===== config.mk =====
export PLATFORM = sky130hd
export DESIGN_NAME = arnold_cat_map_address_unit
export DESIGN_NICKNAME = d
export VERILOG_FILES = /design/src/rtl/acm_pkg.sv /design/src/rtl/arnold_cat_map_address_unit.sv /design/src/rtl/acm_modmul.sv /design/src/rtl/acm_shear.sv
export SDC_FILE = /design/constraint.sdc
export NUM_CORES = 1
export LEC_CHECK = 0
export BUFFER_PORTS_ARGS = -buffer_cell sky130_fd_sc_hd__buf_2
export CAP_MARGIN = 10
export CORE_ASPECT_RATIO = 0.7
export CORE_MARGIN = 2
export CORE_UTILIZATION = 45
export DETAILED_ROUTE_END_ITERATION = 8
export PLACE_DENSITY = 0.61
export SKIP_CTS_REPAIR_TIMING = 1
export SLEW_MARGIN = 20
export SYNTH_ARGS = -nofsm -noshare
export SYNTH_HDL_FRONTEND = slang
export SYNTH_SLANG_ARGS = --single-unit
export TNS_END_PERCENT = 20

===== constraint.sdc =====
create_clock -name clk -period 9.65 [get_ports clk]
set_clock_uncertainty 0.1 [all_clocks]
set_input_delay 1.93 -clock clk [delete_from_list [all_inputs] [get_ports clk]]
set_output_delay 1.93 -clock clk [all_outputs]
set_load 0.05 [all_outputs]

===== src/rtl/acm_pkg.sv =====
// Shared types and constants for the cat map address unit.
// Used by every module under rtl; depends on nothing.
`default_nettype none

package acm_pkg;

	localparam int DIM_W       = 13;
	localparam int COORD_W     = 12;
	localparam int CHAN_W      = 8;
	localparam int ROUND_W     = 16;
	localparam int CFG_IDX_W   = 2;
	localparam int CFG_DATA_W  = 16;
	localparam int DATA_W      = 2 * COORD_W + 3 * CHAN_W;
	localparam int MAX_DIM_DEF = 4096;

	typedef enum logic [CFG_IDX_W-1:0] {
		REG_ROWS    = 2'd0,
		REG_COLS    = 2'd1,
		REG_ROUNDS  = 2'd2,
		REG_INVERSE = 2'd3
	} cfg_reg_t;

	// (mult * addend) mod modulus, addend below modulus
	typedef struct packed {
		logic             start;
		logic [DIM_W:0]   mult;
		logic [DIM_W-1:0] addend;
		logic [DIM_W-1:0] modulus;
	} mm_req_t;

	typedef struct packed {
		logic             done;
		logic [DIM_W-1:0] result;
	} mm_rsp_t;

	typedef struct packed {
		logic             start;
		logic [DIM_W-1:0] rows;
		logic [DIM_W-1:0] cols;
	} sh_req_t;

	typedef struct packed {
		logic             done;
		logic [DIM_W-1:0] factor;
	} sh_rsp_t;

endpackage

`default_nettype wire


===== src/rtl/arnold_cat_map_address_unit.sv =====
// Cat map address unit top level: stream ports, config registers, round sequencer.
// Depends on acm_pkg, acm_shear and acm_modmul.
//
// One pixel is taken at a time and its position is carried through round_count rounds of
// the generalized cat map; channel bytes and an out-of-image flag travel with it. Both
// reductions of a round run in bit-serial modular multipliers that consume one multiplier
// bit per cycle; in a forward round the two units run side by side, and in an inverse round
// they run one after the other, since the column step needs the new row first. The first
// item after a write to image_rows or image_cols also waits for the shear factor (binary
// gcd, then a 13-step division). An out-of-image pixel or a round count of zero skips the
// rounds and goes straight from the check state to the finish state. The next pixel is
// taken while the previous result waits.
`default_nettype none

module arnold_cat_map_address_unit import acm_pkg::*; #(
	parameter int unsigned MAX_DIM = MAX_DIM_DEF
) (
	input  logic                  clk,
	input  logic                  arst_n,
	input  logic                  s_tvalid,
	output logic                  s_tready,
	input  logic [DATA_W-1:0]     s_tdata,   // pixel_row, pixel_col, chan_zero, chan_one, chan_two
	output logic                  m_tvalid,
	input  logic                  m_tready,
	output logic [DATA_W-1:0]     m_tdata,   // dest_row, dest_col, out_zero, out_one, out_two
	output logic [0:0]            m_tuser,   // range_error
	input  logic                  cfg_valid,
	output logic                  cfg_ready,
	input  logic [CFG_IDX_W-1:0]  cfg_index,
	input  logic [CFG_DATA_W-1:0] cfg_data
);

	typedef enum logic [7:0] {
		ST_IDLE   = 8'b00000001,
		ST_SHEAR  = 8'b00000010,
		ST_CHECK  = 8'b00000100,
		ST_LAUNCH = 8'b00001000,
		ST_WAIT_A = 8'b00010000,
		ST_MID    = 8'b00100000,
		ST_WAIT_B = 8'b01000000,
		ST_FINISH = 8'b10000000
	} state_t;

	state_t             state_q;
	logic [DIM_W-1:0]   rows_q;
	logic [DIM_W-1:0]   cols_q;
	logic [ROUND_W-1:0] rounds_q;
	logic               inverse_q;
	logic               shear_ready_q;
	logic [DIM_W-1:0]   shear_q;
	logic [ROUND_W-1:0] left_q;
	logic [DIM_W-1:0]   row_q;
	logic [DIM_W-1:0]   col_q;
	logic [CHAN_W-1:0]  chan0_q;
	logic [CHAN_W-1:0]  chan1_q;
	logic [CHAN_W-1:0]  chan2_q;
	logic               err_q;
	logic               m_valid_q;
	logic [DATA_W-1:0]  m_data_q;
	logic               m_err_q;

	logic [DIM_W-1:0]   rows_c;
	logic [DIM_W-1:0]   cols_c;
	logic [DIM_W-1:0]   one_c;
	logic [DIM_W:0]     sum_rc;
	logic [DIM_W:0]     fsum;
	logic [DIM_W:0]     fsum_sub;
	logic [DIM_W-1:0]   fwd_row;
	logic [DIM_W-1:0]   inv_row;
	logic [DIM_W-1:0]   inv_col;
	logic               accept;
	logic               out_free;
	logic               outside;
	logic               cfg_fire;

	mm_req_t mm0_req;
	mm_rsp_t mm0_rsp;
	mm_req_t mm1_req;
	mm_rsp_t mm1_rsp;
	sh_req_t sh_req;
	sh_rsp_t sh_rsp;

	assign s_tready  = (state_q == ST_IDLE);
	assign cfg_ready = 1'b1;
	assign accept    = s_tvalid && s_tready;
	assign cfg_fire  = cfg_valid && cfg_ready;
	assign out_free  = !m_valid_q || m_tready;

	always_comb begin
		if (rows_q == '0) begin
			rows_c = DIM_W'(1);
		end else if (32'(rows_q) > MAX_DIM) begin
			rows_c = DIM_W'(MAX_DIM);
		end else begin
			rows_c = rows_q;
		end
		if (cols_q == '0) begin
			cols_c = DIM_W'(1);
		end else if (32'(cols_q) > MAX_DIM) begin
			cols_c = DIM_W'(MAX_DIM);
		end else begin
			cols_c = cols_q;
		end
		one_c   = (cols_c == DIM_W'(1)) ? '0 : DIM_W'(1);
		outside = (row_q >= rows_c) || (col_q >= cols_c);

		sum_rc   = {1'b0, row_q} + {1'b0, col_q};
		fsum     = {1'b0, mm0_rsp.result} + {1'b0, row_q};
		fsum_sub = fsum - {1'b0, rows_c};
		fwd_row  = (fsum >= {1'b0, rows_c}) ? fsum_sub[DIM_W-1:0] : fsum[DIM_W-1:0];

		if (row_q >= mm0_rsp.result) begin
			inv_row = row_q - mm0_rsp.result;
		end else begin
			inv_row = row_q + (rows_c - mm0_rsp.result);
		end
		if (col_q >= mm1_rsp.result) begin
			inv_col = col_q - mm1_rsp.result;
		end else begin
			inv_col = col_q + (cols_c - mm1_rsp.result);
		end
	end

	always_comb begin
		sh_req.start   = accept && !shear_ready_q;
		sh_req.rows    = rows_c;
		sh_req.cols    = cols_c;

		mm0_req.start   = (state_q == ST_LAUNCH);
		mm0_req.mult    = inverse_q ? {1'b0, col_q} : sum_rc;
		mm0_req.addend  = shear_q;
		mm0_req.modulus = rows_c;

		mm1_req.start   = ((state_q == ST_LAUNCH) && !inverse_q) || (state_q == ST_MID);
		mm1_req.mult    = inverse_q ? {1'b0, row_q} : sum_rc;
		mm1_req.addend  = one_c;
		mm1_req.modulus = cols_c;
	end

	acm_shear u_shear (
		.clk    (clk),
		.arst_n (arst_n),
		.req    (sh_req),
		.rsp    (sh_rsp)
	);

	acm_modmul u_mm_row (
		.clk    (clk),
		.arst_n (arst_n),
		.req    (mm0_req),
		.rsp    (mm0_rsp)
	);

	acm_modmul u_mm_col (
		.clk    (clk),
		.arst_n (arst_n),
		.req    (mm1_req),
		.rsp    (mm1_rsp)
	);

	always_ff @(posedge clk or negedge arst_n) begin
		if (!arst_n) begin
			state_q       <= ST_IDLE;
			rows_q        <= DIM_W'(1);
			cols_q        <= DIM_W'(1);
			rounds_q      <= ROUND_W'(1);
			inverse_q     <= 1'b0;
			shear_ready_q <= 1'b0;
			shear_q       <= DIM_W'(1);
			left_q        <= '0;
			m_valid_q     <= 1'b0;
		end else begin
			if ((state_q == ST_FINISH) && out_free) begin
				m_valid_q <= 1'b1;
			end else if (m_tready) begin
				m_valid_q <= 1'b0;
			end
			case (state_q)
				ST_IDLE: begin
					if (accept) begin
						state_q <= shear_ready_q ? ST_CHECK : ST_SHEAR;
					end
				end
				ST_SHEAR: begin
					if (sh_rsp.done) begin
						shear_q       <= (sh_rsp.factor == rows_c) ? '0 : sh_rsp.factor;
						shear_ready_q <= 1'b1;
						state_q       <= ST_CHECK;
					end
				end
				ST_CHECK: begin
					left_q <= rounds_q;
					if (outside || (rounds_q == '0)) begin
						state_q <= ST_FINISH;
					end else begin
						state_q <= ST_LAUNCH;
					end
				end
				ST_LAUNCH: state_q <= ST_WAIT_A;
				ST_WAIT_A: begin
					if (mm0_rsp.done) begin
						if (inverse_q) begin
							state_q <= ST_MID;
						end else begin
							left_q  <= left_q - 1'b1;
							state_q <= (left_q == ROUND_W'(1)) ? ST_FINISH : ST_LAUNCH;
						end
					end
				end
				ST_MID: state_q <= ST_WAIT_B;
				ST_WAIT_B: begin
					if (mm1_rsp.done) begin
						left_q  <= left_q - 1'b1;
						state_q <= (left_q == ROUND_W'(1)) ? ST_FINISH : ST_LAUNCH;
					end
				end
				ST_FINISH: begin
					if (out_free) begin
						state_q <= ST_IDLE;
					end
				end
				default: state_q <= ST_IDLE;
			endcase
			if (cfg_fire) begin
				case (cfg_reg_t'(cfg_index))
					REG_ROWS: begin
						rows_q        <= cfg_data[DIM_W-1:0];
						shear_ready_q <= 1'b0;
					end
					REG_COLS: begin
						cols_q        <= cfg_data[DIM_W-1:0];
						shear_ready_q <= 1'b0;
					end
					REG_ROUNDS:  rounds_q  <= cfg_data[ROUND_W-1:0];
					REG_INVERSE: inverse_q <= cfg_data[0];
					default: begin
						rounds_q <= rounds_q;
					end
				endcase
			end
		end
	end

	always_ff @(posedge clk) begin
		case (state_q)
			ST_IDLE: begin
				if (accept) begin
					row_q   <= {1'b0, s_tdata[COORD_W-1:0]};
					col_q   <= {1'b0, s_tdata[2*COORD_W-1:COORD_W]};
					chan0_q <= s_tdata[2*COORD_W+CHAN_W-1:2*COORD_W];
					chan1_q <= s_tdata[2*COORD_W+2*CHAN_W-1:2*COORD_W+CHAN_W];
					chan2_q <= s_tdata[2*COORD_W+3*CHAN_W-1:2*COORD_W+2*CHAN_W];
				end
			end
			ST_CHECK: err_q <= outside;
			ST_WAIT_A: begin
				if (mm0_rsp.done) begin
					if (inverse_q) begin
						row_q <= inv_row;
					end else begin
						row_q <= fwd_row;
						col_q <= mm1_rsp.result;
					end
				end
			end
			ST_WAIT_B: begin
				if (mm1_rsp.done) begin
					col_q <= inv_col;
				end
			end
			ST_FINISH: begin
				if (out_free) begin
					m_data_q <= {chan2_q, chan1_q, chan0_q,
						col_q[COORD_W-1:0], row_q[COORD_W-1:0]};
					m_err_q  <= err_q;
				end
			end
			default: begin
				err_q <= err_q;
			end
		endcase
	end

	assign m_tvalid   = m_valid_q;
	assign m_tdata    = m_data_q;
	assign m_tuser[0] = m_err_q;

`ifndef ASSERT_OFF
	a_busy_after_beat: assert property (@(posedge clk) disable iff (!arst_n)
		s_tvalid && s_tready |=> !s_tready)
		else $error("input taken while a pixel is in flight");

	a_cfg_drops_shear: assert property (@(posedge clk) disable iff (!arst_n)
		cfg_valid && cfg_ready && ((cfg_index == REG_ROWS) || (cfg_index == REG_COLS))
		|=> !shear_ready_q)
		else $error("dimension write left stale shear factor");

	a_row_unit_done: assert property (@(posedge clk) disable iff (!arst_n)
		mm0_rsp.done |-> (state_q == ST_WAIT_A))
		else $error("row unit finished outside its wait state");

	a_out_hold: assert property (@(posedge clk) disable iff (!arst_n)
		(state_q == ST_FINISH) && m_valid_q && !m_tready
		|=> m_valid_q && (state_q == ST_FINISH))
		else $error("pending result overwritten");

	a_launch_rounds: assert property (@(posedge clk) disable iff (!arst_n)
		(state_q == ST_LAUNCH) |-> (left_q != '0))
		else $error("round launched with none left");
`endif

endmodule

`default_nettype wire


===== src/rtl/acm_modmul.sv =====
// Bit-serial modular multiplier: one multiplier bit per cycle, MSB first.
// Depends on acm_pkg.
`default_nettype none

module acm_modmul import acm_pkg::*; (
	input  logic    clk,
	input  logic    arst_n,
	input  mm_req_t req,
	output mm_rsp_t rsp
);

	localparam int MULT_W = DIM_W + 1;
	localparam int CNT_W  = $clog2(MULT_W);

	logic [MULT_W-1:0] mult_q;
	logic [DIM_W-1:0]  addend_q;
	logic [DIM_W-1:0]  modulus_q;
	logic [DIM_W-1:0]  acc_q;
	logic [DIM_W-1:0]  acc_d;
	logic [CNT_W-1:0]  cnt_q;
	logic              busy_q;
	logic              done_q;
	logic [DIM_W:0]    dbl;
	logic [DIM_W:0]    dbl_red;
	logic [DIM_W:0]    sum;
	logic [DIM_W:0]    sum_red;

	always_comb begin
		dbl = {acc_q, 1'b0};
		if (dbl >= {1'b0, modulus_q}) begin
			dbl_red = dbl - {1'b0, modulus_q};
		end else begin
			dbl_red = dbl;
		end
		sum = {1'b0, dbl_red[DIM_W-1:0]} + {1'b0, addend_q};
		if (sum >= {1'b0, modulus_q}) begin
			sum_red = sum - {1'b0, modulus_q};
		end else begin
			sum_red = sum;
		end
		acc_d = mult_q[MULT_W-1] ? sum_red[DIM_W-1:0] : dbl_red[DIM_W-1:0];
	end

	always_ff @(posedge clk or negedge arst_n) begin
		if (!arst_n) begin
			busy_q <= 1'b0;
			done_q <= 1'b0;
			cnt_q  <= '0;
		end else begin
			done_q <= 1'b0;
			if (req.start) begin
				busy_q <= 1'b1;
				cnt_q  <= '0;
			end else if (busy_q) begin
				cnt_q <= cnt_q + 1'b1;
				if (cnt_q == CNT_W'(MULT_W - 1)) begin
					busy_q <= 1'b0;
					done_q <= 1'b1;
				end
			end
		end
	end

	always_ff @(posedge clk) begin
		if (req.start) begin
			mult_q    <= req.mult;
			addend_q  <= req.addend;
			modulus_q <= req.modulus;
			acc_q     <= '0;
		end else if (busy_q) begin
			mult_q <= {mult_q[MULT_W-2:0], 1'b0};
			acc_q  <= acc_d;
		end
	end

	assign rsp.done   = done_q;
	assign rsp.result = acc_q;

endmodule

`default_nettype wire


===== src/rtl/acm_shear.sv =====
// Shear factor unit: rows / gcd(rows, cols) by binary gcd, then restoring division.
// Depends on acm_pkg.
`default_nettype none

module acm_shear import acm_pkg::*; (
	input  logic    clk,
	input  logic    arst_n,
	input  sh_req_t req,
	output sh_rsp_t rsp
);

	localparam int K_W   = $clog2(DIM_W);
	localparam int CNT_W = $clog2(DIM_W);

	typedef enum logic [2:0] {
		SH_IDLE = 3'b001,
		SH_GCD  = 3'b010,
		SH_DIV  = 3'b100
	} sh_state_t;

	sh_state_t        state_q;
	logic             done_q;
	logic [DIM_W-1:0] a_q;
	logic [DIM_W-1:0] b_q;
	logic [K_W-1:0]   k_q;
	logic [DIM_W-1:0] num_q;
	logic [DIM_W-1:0] div_q;
	logic [DIM_W-1:0] rem_q;
	logic [DIM_W-1:0] quo_q;
	logic [CNT_W-1:0] cnt_q;
	logic [DIM_W:0]   trial;
	logic [DIM_W:0]   trial_sub;
	logic             fits;

	always_comb begin
		trial     = {rem_q, num_q[DIM_W-1]};
		fits      = (trial >= {1'b0, div_q});
		trial_sub = trial - {1'b0, div_q};
	end

	always_ff @(posedge clk or negedge arst_n) begin
		if (!arst_n) begin
			state_q <= SH_IDLE;
			done_q  <= 1'b0;
		end else begin
			done_q <= 1'b0;
			case (state_q)
				SH_IDLE: begin
					if (req.start) begin
						state_q <= SH_GCD;
					end
				end
				SH_GCD: begin
					if (b_q == '0) begin
						state_q <= SH_DIV;
					end
				end
				SH_DIV: begin
					if (cnt_q == CNT_W'(DIM_W - 1)) begin
						state_q <= SH_IDLE;
						done_q  <= 1'b1;
					end
				end
				default: state_q <= SH_IDLE;
			endcase
		end
	end

	always_ff @(posedge clk) begin
		case (state_q)
			SH_IDLE: begin
				if (req.start) begin
					a_q   <= req.rows;
					b_q   <= req.cols;
					num_q <= req.rows;
					k_q   <= '0;
				end
			end
			SH_GCD: begin
				if (b_q == '0) begin
					div_q <= a_q << k_q;
					rem_q <= '0;
					quo_q <= '0;
					cnt_q <= '0;
				end else if (!a_q[0] && !b_q[0]) begin
					a_q <= a_q >> 1;
					b_q <= b_q >> 1;
					k_q <= k_q + 1'b1;
				end else if (!a_q[0]) begin
					a_q <= a_q >> 1;
				end else if (!b_q[0]) begin
					b_q <= b_q >> 1;
				end else if (a_q >= b_q) begin
					a_q <= b_q;
					b_q <= a_q - b_q;
				end else begin
					b_q <= b_q - a_q;
				end
			end
			SH_DIV: begin
				rem_q <= fits ? trial_sub[DIM_W-1:0] : trial[DIM_W-1:0];
				quo_q <= {quo_q[DIM_W-2:0], fits};
				num_q <= {num_q[DIM_W-2:0], 1'b0};
				cnt_q <= cnt_q + 1'b1;
			end
			default: begin
				a_q <= a_q;
			end
		endcase
	end

	assign rsp.done   = done_q;
	assign rsp.factor = quo_q;

endmodule

`default_nettype wire


# --- Word-level counts from Yosys, hierarchy flattened ---
# Cells that the tools add are included.
classes:
  n_shift: 1
  n_mux: 97
  reduce_logical: 48
  n_eq_ne: 34
  order_cmp: 13
  add_sub_neg: 23
ops:
  columns: ["operator", "count"]
  rows:
  - ["$mux 13", 35]
  - ["$pmux 13 s2", 6]
  - ["$sub 13x13->13", 12]
  - ["$ge 14x13->1", 6]
  - ["$mux 14", 6]
  - ["$ge 13x13->1", 5]
  - ["$mux 8", 8]
  - ["$pmux 8 s8", 1]
  - ["$add 13x13->14", 4]
  - ["$mux 16", 3]
  - ["$pmux 16 s3", 1]
  - ["$logic_not 13->1", 3]
  - ["$pmux 13 s3", 1]
  - ["$mux 4", 8]
  - ["$add 13x13->13", 2]
  - ["$gt 13x13->1 const B", 2]
  - ["$mux 1", 21]
  - ["$reduce_and 2->1", 10]
  - ["$add 4x1->4 const B", 4]
  - ["$eq 16x1->1 const B", 1]
  - ["$logic_not 16->1", 1]
  - ["$pmux 4 s2", 2]
  - ["$sub 16x1->16 const B", 1]
  - ["$reduce_and 5->1", 3]
  - ["32 further kinds", 70]
totals:
  regBits: 390
  out_inout_bits: 52
  input_bits: 71

# --- Depth between registers and ports, before layout ---
# Gate-level depths: netlist of run 1.
logic_depth:
  ltp_word: 9
  depth_mapped: 33
  depth_no_buf: 31

# --- Hierarchy ---
# From an unflattened synthesis of run 1, not the netlist that was laid out.
hier_totals:
  cells_unflattened: 2945
  hier_area_um2: 28329.7
modules_own_cells:
  columns: ["mod", "cells_each", "n_inst", "area_per_inst_um2"]
  rows:
  - ["arnold_cat_map_address_unit", 1393, 1, 13260.2]
  - ["acm_shear", 681, 1, 6383.6]
  - ["acm_modmul at u_mm_col", 430, 1, 4357.9]
  - ["acm_modmul at u_mm_row", 441, 1, 4327.9]

# --- Worst setup path after synthesis of run 1 ---
# OpenSTA, ideal clock, no wires.
synth_timing:
  kind: "register -> register"
  startpoint: "reg u_mm_row.modulus_q[0]"
  endpoint: "reg u_mm_row.acc_q[6]"
  path_slack_ns: 3.432
  t_required_ns: 9.421
  n_path_buf: 2
  setup_time_ns: 0.129
  arrival_time_ns: 5.989
  path_stages_with_launch: 30
  period_less_slack_ns: 6.218
  cell_sequence: "edfxtp_1 > inv_1 > fa_1 > a21o_1 > a21oi_1 > nor2_1 > o31a_1 > a21o_1 > a21oi_1 > o21ai_1 > clkbuf_1 > and2_1 > ha_1 > fa_1 > a21o_1 > a21o_1 > a21oi_1 > o21ai_0 > a21oi_1 > xnor2_1 > ha_1 > and3_1 > a211oi_1 > a21oi_1 > a31oi_1 > clkbuf_1 > mux2i_1 > nand2_1 > o2111ai_1 > o31ai_1"
synth_between:
  elab_chain_len: 6
  word_cells_on_any_way: 8
  classes_between: "3 x add/sub; 2 x order compare; 3 x mux"
synth_lines:
  columns: ["element", "line", "text"]
  rows:
  - ["start, declared", "acm_modmul.sv:17", "logic [DIM_W-1:0] modulus_q;"]
  - ["start signal, assigned", "acm_modmul.sv:68", "modulus_q <= req.modulus;"]
  - ["$sub 13x13->13 / $ge 14x13->1 (equally long branches)", "acm_modmul.sv:31, acm_modmul.sv:30", null]
  - ["$mux 13", "acm_modmul.sv:30", "if (dbl >= {1'b0, modulus_q}) begin"]
  - ["$add 13x13->14", "acm_modmul.sv:35", "sum = {1'b0, dbl_red[DIM_W-1:0]} + {1'b0, addend_q};"]
  - ["$sub 13x13->13 / $ge 14x13->1 (equally long branches)", "acm_modmul.sv:37, acm_modmul.sv:36", null]
  - ["$mux 13", "acm_modmul.sv:36", "if (sum >= {1'b0, modulus_q}) begin"]
  - ["$mux 13 (*)", "acm_modmul.sv:41", "acc_d = mult_q[MULT_W-1] ? sum_red[DIM_W-1:0] : dbl_red[DIM_W-1:0];"]
  - ["end signal, assigned", "acm_modmul.sv:69", "acc_q <= '0;"]
  - ["end signal, assigned", "acm_modmul.sv:72", "acc_q <= acc_d;"]
  - ["end, declared", "acm_modmul.sv:18", "logic [DIM_W-1:0] acc_q;"]
# Mark *: on every way between the ends. The rest lies on a longest branch, timed or not.
# A chain may end at the register's enable or synchronous reset.

# --- Worst setup path in the final report of run 1 ---
layout_timing:
  startpoint: "reg u_mm_col.acc_q[1]"
  endpoint: "reg u_mm_col.acc_q[5]"
layout_between:
  elab_chain_len: 6
  word_cells_on_any_way: 8
  classes_between: "3 x add/sub; 2 x order compare; 3 x mux"
layout_lines:
  columns: ["element", "line"]
  rows:
  - ["start, declared", "acm_modmul.sv:18"]
  - ["start signal, assigned", "acm_modmul.sv:69"]
  - ["start signal, assigned", "acm_modmul.sv:72"]
  - ["$sub 13x13->13 / $ge 14x13->1 (equally long branches)", "acm_modmul.sv:31, acm_modmul.sv:30"]
  - ["$mux 13 (*)", "acm_modmul.sv:30"]
  - ["$add 13x13->14", "acm_modmul.sv:35"]
  - ["$sub 13x13->13 / $ge 14x13->1 (equally long branches)", "acm_modmul.sv:37, acm_modmul.sv:36"]
  - ["$mux 13", "acm_modmul.sv:36"]
  - ["$mux 13 (*)", "acm_modmul.sv:41"]
# Marked as above.

==> impl_summary.txt, run 1 <==
----------------------------------------------------
[Status]
  Run status ... finished, final reports clean

[Final layout]
  Commonest non-fill, non-tap cell in the layout ... sky130_fd_sc_hd__inv_1
  Ratio of cells with drive above 1 in the final layout ... about a tenth
  Final design area excluding fillers ... between 20,000 and 30,000 um2
  Total Nets Final ... between 3,000 and 4,000
  Final Non-Filler Cells ... between 3,000 and 4,000
  Commonest cells after routing, fill and taps aside ... 272 x sky130_fd_sc_hd__inv_1, 254 x sky130_fd_sc_hd__edfxtp_1, 234 x sky130_fd_sc_hd__ha_1
  Layout Utilization ... 50.4%
  Relative area change from synthesis to final layout ... 10.5%

[Detailed routing]
  Iteration-0 DRC count of the detailed router ... around 2,200
  Number of detailed-route iterations in the first pass ... 5
  Detail-routed net length per standard cell ... 20.6 um
  Post-route DRC violation count ... 0
  Wire length after detailed routing ... around 77,000 um
  Residual antenna-violating net count after detailed routing ... 0
  Detailed-route via count ... roughly 22,000
  Per-cell via count in the routed design ... 5.80

[Yosys]
  Synthesized-area fraction occupied by xor and xnor cells ... ~5.5%
  Yosys reg bits ... roughly 380
  Count of unique library cells instantiated by Yosys ... 84
  Synth Instances ... roughly 2,800
  Average instance area after synthesis ... roughly 9.6 um2
  Fraction of registers with async set or reset after synthesis ... 25.9%
  Syn Std Cell Area ... between 20,000 and 30,000 um2
  Fraction of synthesized area in multiplexers ... under 10%
  Post-synth net total ... between 3,000 and 4,000
  Main combinational cell family by area after synthesis ... compound AO/OA/AOI/OAI gates
  Most instantiated flip-flop cell in the synthesis netlist ... sky130_fd_sc_hd__edfxtp_1
  Share of synthesized cell area in and, or, nand and nor gates ... a little over an eighth
  Compound-cell area share of the yosys netlist ... around 18%
  Adder and majority gate portion of the synthesized area ... 13.8%
  Syn. warnings ... 0
  Number of enable flip-flop cells after synthesis ... 254
  Sequential element share of the synthesized area ... about two fifths

[Clock network]
  Clock transition at the register clock pins on the worst setup and hold paths after CTS ... roughly 0.060 ns
  Buffer cell driving the clock tree root ... sky130_fd_sc_hd__clkbuf_16
  TritonCTS clock tree ... yes
  Number of buffers created by CTS ... 41
  Number of levels in the clock H-tree ... 2
  Number of buffers between clock root and the deepest sink ... 3
  Clock latency on the worst-skew pair ... approximately 0.57 ns
  Number of sinks on the clock net ... 378

[Power]
  LEAKAGE ... ~13 nW
  Worst IR Drop VDD ... roughly 0.00016 V
  Power density over cell area ... between 300 and 400 nW/um2
  Overall power ... 10.3 mW

[Place]
  Port Buf Inserts ... 121
  Half-perimeter wire length of the detailed placement result ... about 60,000 um
  Post-Place Cells ... ~3,600
  Post-Place Worst Slack ... roughly 2.7 ns
  Placer Congestion ... approximately 0.93
  Area after DPL ... between 20,000 and 30,000 um2

[GRT]
  Number of antenna violations at the first check in global routing ... 3
  Via count of the first global-routing pass ... 20,400
  Largest net degree at the start of global routing ... 75
  Global-route congestion overflow total ... 0
  Total track usage ... 24.8%
  Global-route wire length before repair ... 119,000 um

[Floorplan]
  Die span in y ... slightly above 200 um
  Row count ... 74
  Die Span X ... 295 um
  Core area ... around 59,000 um2
  Initial Util ... between 40% and 50%
  Number of top-level pins ... between 100 and 150
  Die area ... 61,300 um2

[STA]
  Final hold vios ... 0
  Final worst-path setup slack ... 2.56 ns
  Tightest Pin Transition ... roughly 1.1 ns
  Total negative slack ... 0 ns
  Unrepaired setup endpoints after global routing ... false
  Maximum clock frequency ... 141 MHz
  Number of max-slew violations in the final report ... 0
  Time the final worst path needs with I/O delays and setup ... between 7 and 8 ns
  Final hold slack ... 0.319 ns
  Relative max-transition margin ... approximately 26%
  Final worst path period share ... roughly 74%
  Endpoints failing setup ... 0

[Setup path]
  Critical Path Sink Type ... register
  CP required ... around 10 ns
  Worst Setup Path Type ... reg2reg
  Crit path DAT ... about 7.5 ns
  Critical Path Fanout Max ... 25
  CP startpoint kind ... register

[Job]
  Max-cap violations ... 0

[Hold path]
  Class of the tightest hold or removal check ... reg2reg

----------------------------------------------------
kinds of logic (layout without fill, tap and decap cells):
group / after synthesis / in the layout
muxes: 111 / 111
and+or+nand+nor: 739 / 739
DFF: 378 / 378
other: 1 / 3
AOI/OAI and AO/OA: 752 / 752
xor gates and xnor gates: 167 / 167
adders and majority gates: 271 / 271
buffers and inverters: 374 / 493
cells in the mapped netlist (26+ instances only):
library cell,instances,area share [%]
sky130_fd_sc_hd__inv_1,272,3.8
sky130_fd_sc_hd__edfxtp_1,254,29
sky130_fd_sc_hd__ha_1,234,11
sky130_fd_sc_hd__nand2_1,232,3.3
sky130_fd_sc_hd__a21oi_1,206,3.9
sky130_fd_sc_hd__o21ai_0,204,3.8
sky130_fd_sc_hd__nor2_1,202,2.8
sky130_fd_sc_hd__xnor2_1,105,3.4
sky130_fd_sc_hd__dfrtp_1,92,8.6
sky130_fd_sc_hd__clkbuf_1,86,1.2
sky130_fd_sc_hd__xor2_1,62,2.0
sky130_fd_sc_hd__mux2i_1,56,2.1
sky130_fd_sc_hd__nor3_1,54,1.0
sky130_fd_sc_hd__mux2_2,51,2.2
sky130_fd_sc_hd__nand3_1,44,0.83
sky130_fd_sc_hd__a21o_1,42,1.2
sky130_fd_sc_hd__nor2b_1,40,0.94
sky130_fd_sc_hd__fa_1,37,2.8
sky130_fd_sc_hd__nand4_1,30,0.70
sky130_fd_sc_hd__o21a_1,29,0.82
sky130_fd_sc_hd__dfxtp_1,26,2.0
flip-flops by register name (all words and copies together), names as in the netlist, 13 cells and up:
register	cells
row_q	13
shear_q	13
u_shear.b_q	13
u_mm_row.modulus_q	13
m_tdata	48
cols_q	13
u_shear.div_q	13
col_q	13
u_mm_col.mult_q	14
u_mm_col.acc_q	13
u_mm_col.modulus_q	13
u_shear.a_q	13
u_shear.num_q	13
u_shear.rem_q	13
u_mm_row.mult_q	14
rounds_q	16
u_shear.quo_q	13
u_mm_row.acc_q	13
left_q	16
rows_q	13
u_mm_row.addend_q	13
area by class of cell:
| class | count | area, um2 |
|---|---|---|
| clock buffer | 50 | 1120 |
| clock inverter | 25 | 245 |
| timing repair buffer | 144 | 781 |
| multi-input combinational | 2041 | 14700 |
| antenna | 2 | 5.00 |
| fill | 5441 | 29000 |
| tap | 798 | 998 |
| sequential | 378 | 10600 |
| inverter | 274 | 1030 |
routing by layer:
metal / track usage [%] / up-vias / part of all wire [%]
li1: - / 10200 / -
met1: 39.2 / 10400 / 50
met2: 33.7 / 770 / 40
met3: 5.66 / 99 / 8.6
met4: 5.69 / 0 / 1.8
met5: 0 / - / 0
worst paths after layout:
check                             startpoint                 to  cells after the start  slack (ns)
min reg2reg                       chan0_q[6]        m_tdata[30]                      0        0.32
min                               chan0_q[6]        m_tdata[30]                      0        0.32
max reg2reg                u_mm_col.acc_q[1]  u_mm_col.acc_q[5]                     24        2.56
max in group asynchronous             arst_n        shear_q[10]                      2        7.00
min in group asynchronous             arst_n        rounds_q[8]                      1        1.16
max                        u_mm_col.acc_q[1]  u_mm_col.acc_q[5]                     24        2.56
where the power goes:
| part | total, mW | internal (mW) | switching [mW] |
|---|---|---|---|
| combinational | 6.26 | 2.59 | 3.67 |
| clock | 1.62 | 0.939 | 0.682 |
| sequential | 2.46 | 2.07 | 0.393 |
| total | 10.3 | 5.60 | 4.75 |
critical path, stage by stage (launching register included):
cell                        delay, ns
sky130_fd_sc_hd__dfxtp_1         0.59
sky130_fd_sc_hd__ha_1            0.37
sky130_fd_sc_hd__a21o_1          0.26
sky130_fd_sc_hd__a2111oi_4       0.43
sky130_fd_sc_hd__o211ai_2        0.14
sky130_fd_sc_hd__a21oi_1         0.44
sky130_fd_sc_hd__buf_4           0.26
sky130_fd_sc_hd__nand2_1         0.06
sky130_fd_sc_hd__nand2_1         0.11
sky130_fd_sc_hd__ha_1            0.34
sky130_fd_sc_hd__nand4_1         0.18
sky130_fd_sc_hd__mux2i_1         0.28
sky130_fd_sc_hd__nand2_1         0.10
sky130_fd_sc_hd__xor2_1          0.21
sky130_fd_sc_hd__ha_1            0.31
sky130_fd_sc_hd__a21oi_1         0.15
sky130_fd_sc_hd__o221ai_1        0.28
sky130_fd_sc_hd__a21o_1          0.28
sky130_fd_sc_hd__a2111oi_0       0.54
sky130_fd_sc_hd__nor2_1          0.15
sky130_fd_sc_hd__a41oi_4         0.65
sky130_fd_sc_hd__inv_1           0.25
sky130_fd_sc_hd__o31ai_1         0.25
sky130_fd_sc_hd__a22oi_1         0.12
sky130_fd_sc_hd__o22ai_1         0.13
No activity file was read; power rests on OpenSTA's default activity.
==> run 2, diff against run 1 <==
clock period = 6.8 ns   (was 9.65 ns; I/O delays follow)
==> run 2 against run 1 <==
Maximum frequency rose by 11%. Sequential share of layout area fell by 0.35 points. Largest power group unchanged. Non-clock buffer count rose by 28. Critical path depth rose by 5.
==> impl_summary.txt, run 2 (same netlist as run 1, synthesis figures left out) <==
----------------------------------------------------
[Floorplan]
  Initial Util ... 45.6%
  Number of top-level pins ... around 120
  Die Span X ... a little under 300 um
  Row count ... 74
  Core area ... just under 60,000 um2
  Die area ... between 60,000 and 70,000 um2
  Die span in y ... about 210 um

[Final layout]
  Multi-input gate area ... 14,700 um2
  Area taken by flip-flops and latches ... roughly 11,000 um2
  Flip-flop count of the largest register after layout ... 48
  Commonest cells after routing, fill and taps aside ... 272 x sky130_fd_sc_hd__inv_1, 254 x sky130_fd_sc_hd__edfxtp_1, 234 x sky130_fd_sc_hd__ha_1
  Fill cell total of the finished layout ... between 5,000 and 6,000
  Ratio of cells with drive above 1 in the final layout ... 11.4%
  Relative area change from synthesis to final layout ... 11.5%
  Final design area excluding fillers ... 29,800 um2
  Total Nets Final ... 3,250
  Final Non-Filler Cells ... between 3,000 and 4,000
  Commonest non-fill, non-tap cell in the layout ... sky130_fd_sc_hd__inv_1

[Job]
  Max-cap violations ... 0

[Clock network]
  Clock transition at the register clock pins on the worst setup and hold paths after CTS ... around 0.070 ns
  Number of sinks on the clock net ... around 380
  Number of buffers between clock root and the deepest sink ... 3
  Number of buffers created by CTS ... 41
  Clock latency on the worst-skew pair ... about 0.59 ns
  TritonCTS clock tree ... yes
  Number of levels in the clock H-tree ... 2
  Buffer cell driving the clock tree root ... sky130_fd_sc_hd__clkbuf_16

[STA]
  Endpoints failing setup ... 0
  Final hold vios ... 0
  Final worst path period share ... a little over nine tenths
  Time the final worst path needs with I/O delays and setup ... between 6 and 7 ns
  Tightest Pin Transition ... 1.08 ns
  Unrepaired setup endpoints after global routing ... false
  Total negative slack ... 0 ns
  Maximum clock frequency ... about 160 MHz
  Relative max-transition margin ... about 28%
  Number of max-slew violations in the final report ... 0
  Final hold slack ... 0.318 ns

[Setup path]
  Critical Path Sink Type ... register
  CP startpoint kind ... register
  Stage delay of the slowest cell on the critical path ... around 0.44 ns
  Cell class contributing the biggest share of worst-path delay ... compound AO/OA/AOI/OAI gates
  CP required ... approximately 7 ns
  R2r setup slk ... ~0.39 ns
  Crit path DAT ... 6.80 ns
  Worst path buffer plus inverter count ... 3
  Critical Path Fanout Max ... 9
  Cell with the biggest individual delay on the critical path ... sky130_fd_sc_hd__fa_1
  Cell type with the highest occurrence count on the critical path ... sky130_fd_sc_hd__a21oi_1
  Worst Setup Path Type ... reg2reg

[Detailed routing]
  Detail-routed net length per standard cell ... around 21 um
  Iteration-0 DRC count of the detailed router ... roughly 2,200
  Detailed-route via count ... around 22,000
  Per-cell via count in the routed design ... between 5 and 6
  Number of detailed-route iterations in the first pass ... 5
  Post-route DRC violation count ... 0
  Residual antenna-violating net count after detailed routing ... 0
  Wire length after detailed routing ... a little under 80,000 um

[GRT]
  Global-route congestion overflow total ... 0
  Via count of the first global-routing pass ... a little over 20,000
  Total track usage ... ~25%
  Global-route wire length before repair ... roughly 120,000 um
  Number of antenna violations at the first check in global routing ... 5
  Largest net degree at the start of global routing ... 55

[Status]
  Run status ... finished, final reports clean

[Hold path]
  Class of the tightest hold or removal check ... reg2reg

[Place]
  Port Buf Inserts ... around 120
  Half-perimeter wire length of the detailed placement result ... between 60,000 and 70,000 um
  Post-Place Cells ... about 3,700
  Placer Congestion ... around 0.97
  Area after DPL ... approximately 28,000 um2

[Power]
  LEAKAGE ... 13.0 nW
  Worst IR Drop VDD ... 0.000276 V
  Power density over cell area ... between 500 and 600 nW/um2

----------------------------------------------------
-- run 2: layer usage --
layer	part of all wire, %	vias to the layer above	global-route usage (%)
met3	8.6	106	4.99
met4	2.0	2	5.92
met5	0.014	-	0
met1	50	10600	40.7
li1	-	10300	-
met2	40	824	34.7
-- run 2: per-stage QoR --
| step | util, % | power [mW] | setup WS, ns |
|---|---|---|---|
| global route | 50.8 | 16.2 | 0.0343 |
| detailed placement | 48.4 | 12.4 | 0.307 |
| global placement | 48.4 | 12.3 | 0.536 |
| floorplan | - | 10.1 | 0.582 |
| finish | 50.9 | 15.0 | 0.386 |
| CTS | 50.8 | 14.8 | 0.281 |
-- run 2: worst register-to-register path: cells and delay by family, from the launching register on --
family / cells / cell delay (ns)
compound gates: 17 / 3.17
fa+ha+maj: 4 / 1.39
simple gates: 4 / 0.60
buf+inv: 3 / 0.48
flops: 1 / 0.42
xor+xnor: 1 / 0.17
-- run 2: worst paths after layout --
kind / from / endpoint / depth (start not counted)
min in group asynchronous: arst_n / left_q[14] / 1
worst min-delay path: chan0_q[7] / m_tdata[31] / 0
worst max register to register: u_mm_row.modulus_q[0] / u_mm_row.acc_q[12] / 29
worst min register to register: chan0_q[7] / m_tdata[31] / 0
worst max-delay path: u_mm_row.modulus_q[0] / u_mm_row.acc_q[12] / 29
max in group asynchronous: arst_n / rows_q[12] / 2
-- run 2: final cells by class --
type / instances / area share, %
clock inverters: 20 / 0.778
flip-flops and latches: 378 / 35.6
diodes: 2 / 0.0168
inverters: 274 / 3.46
multi-input cells: 2041 / 49.4
clock buffers: 55 / 3.90
repair buffers: 172 / 3.41
well taps: 798 / 3.36
-- run 2: power by group --
group	total, mW	switching (mW)	internal, mW
Sequential	3.41	0.475	2.93
Clock	2.35	1.01	1.33
Combinational	9.27	5.40	3.87
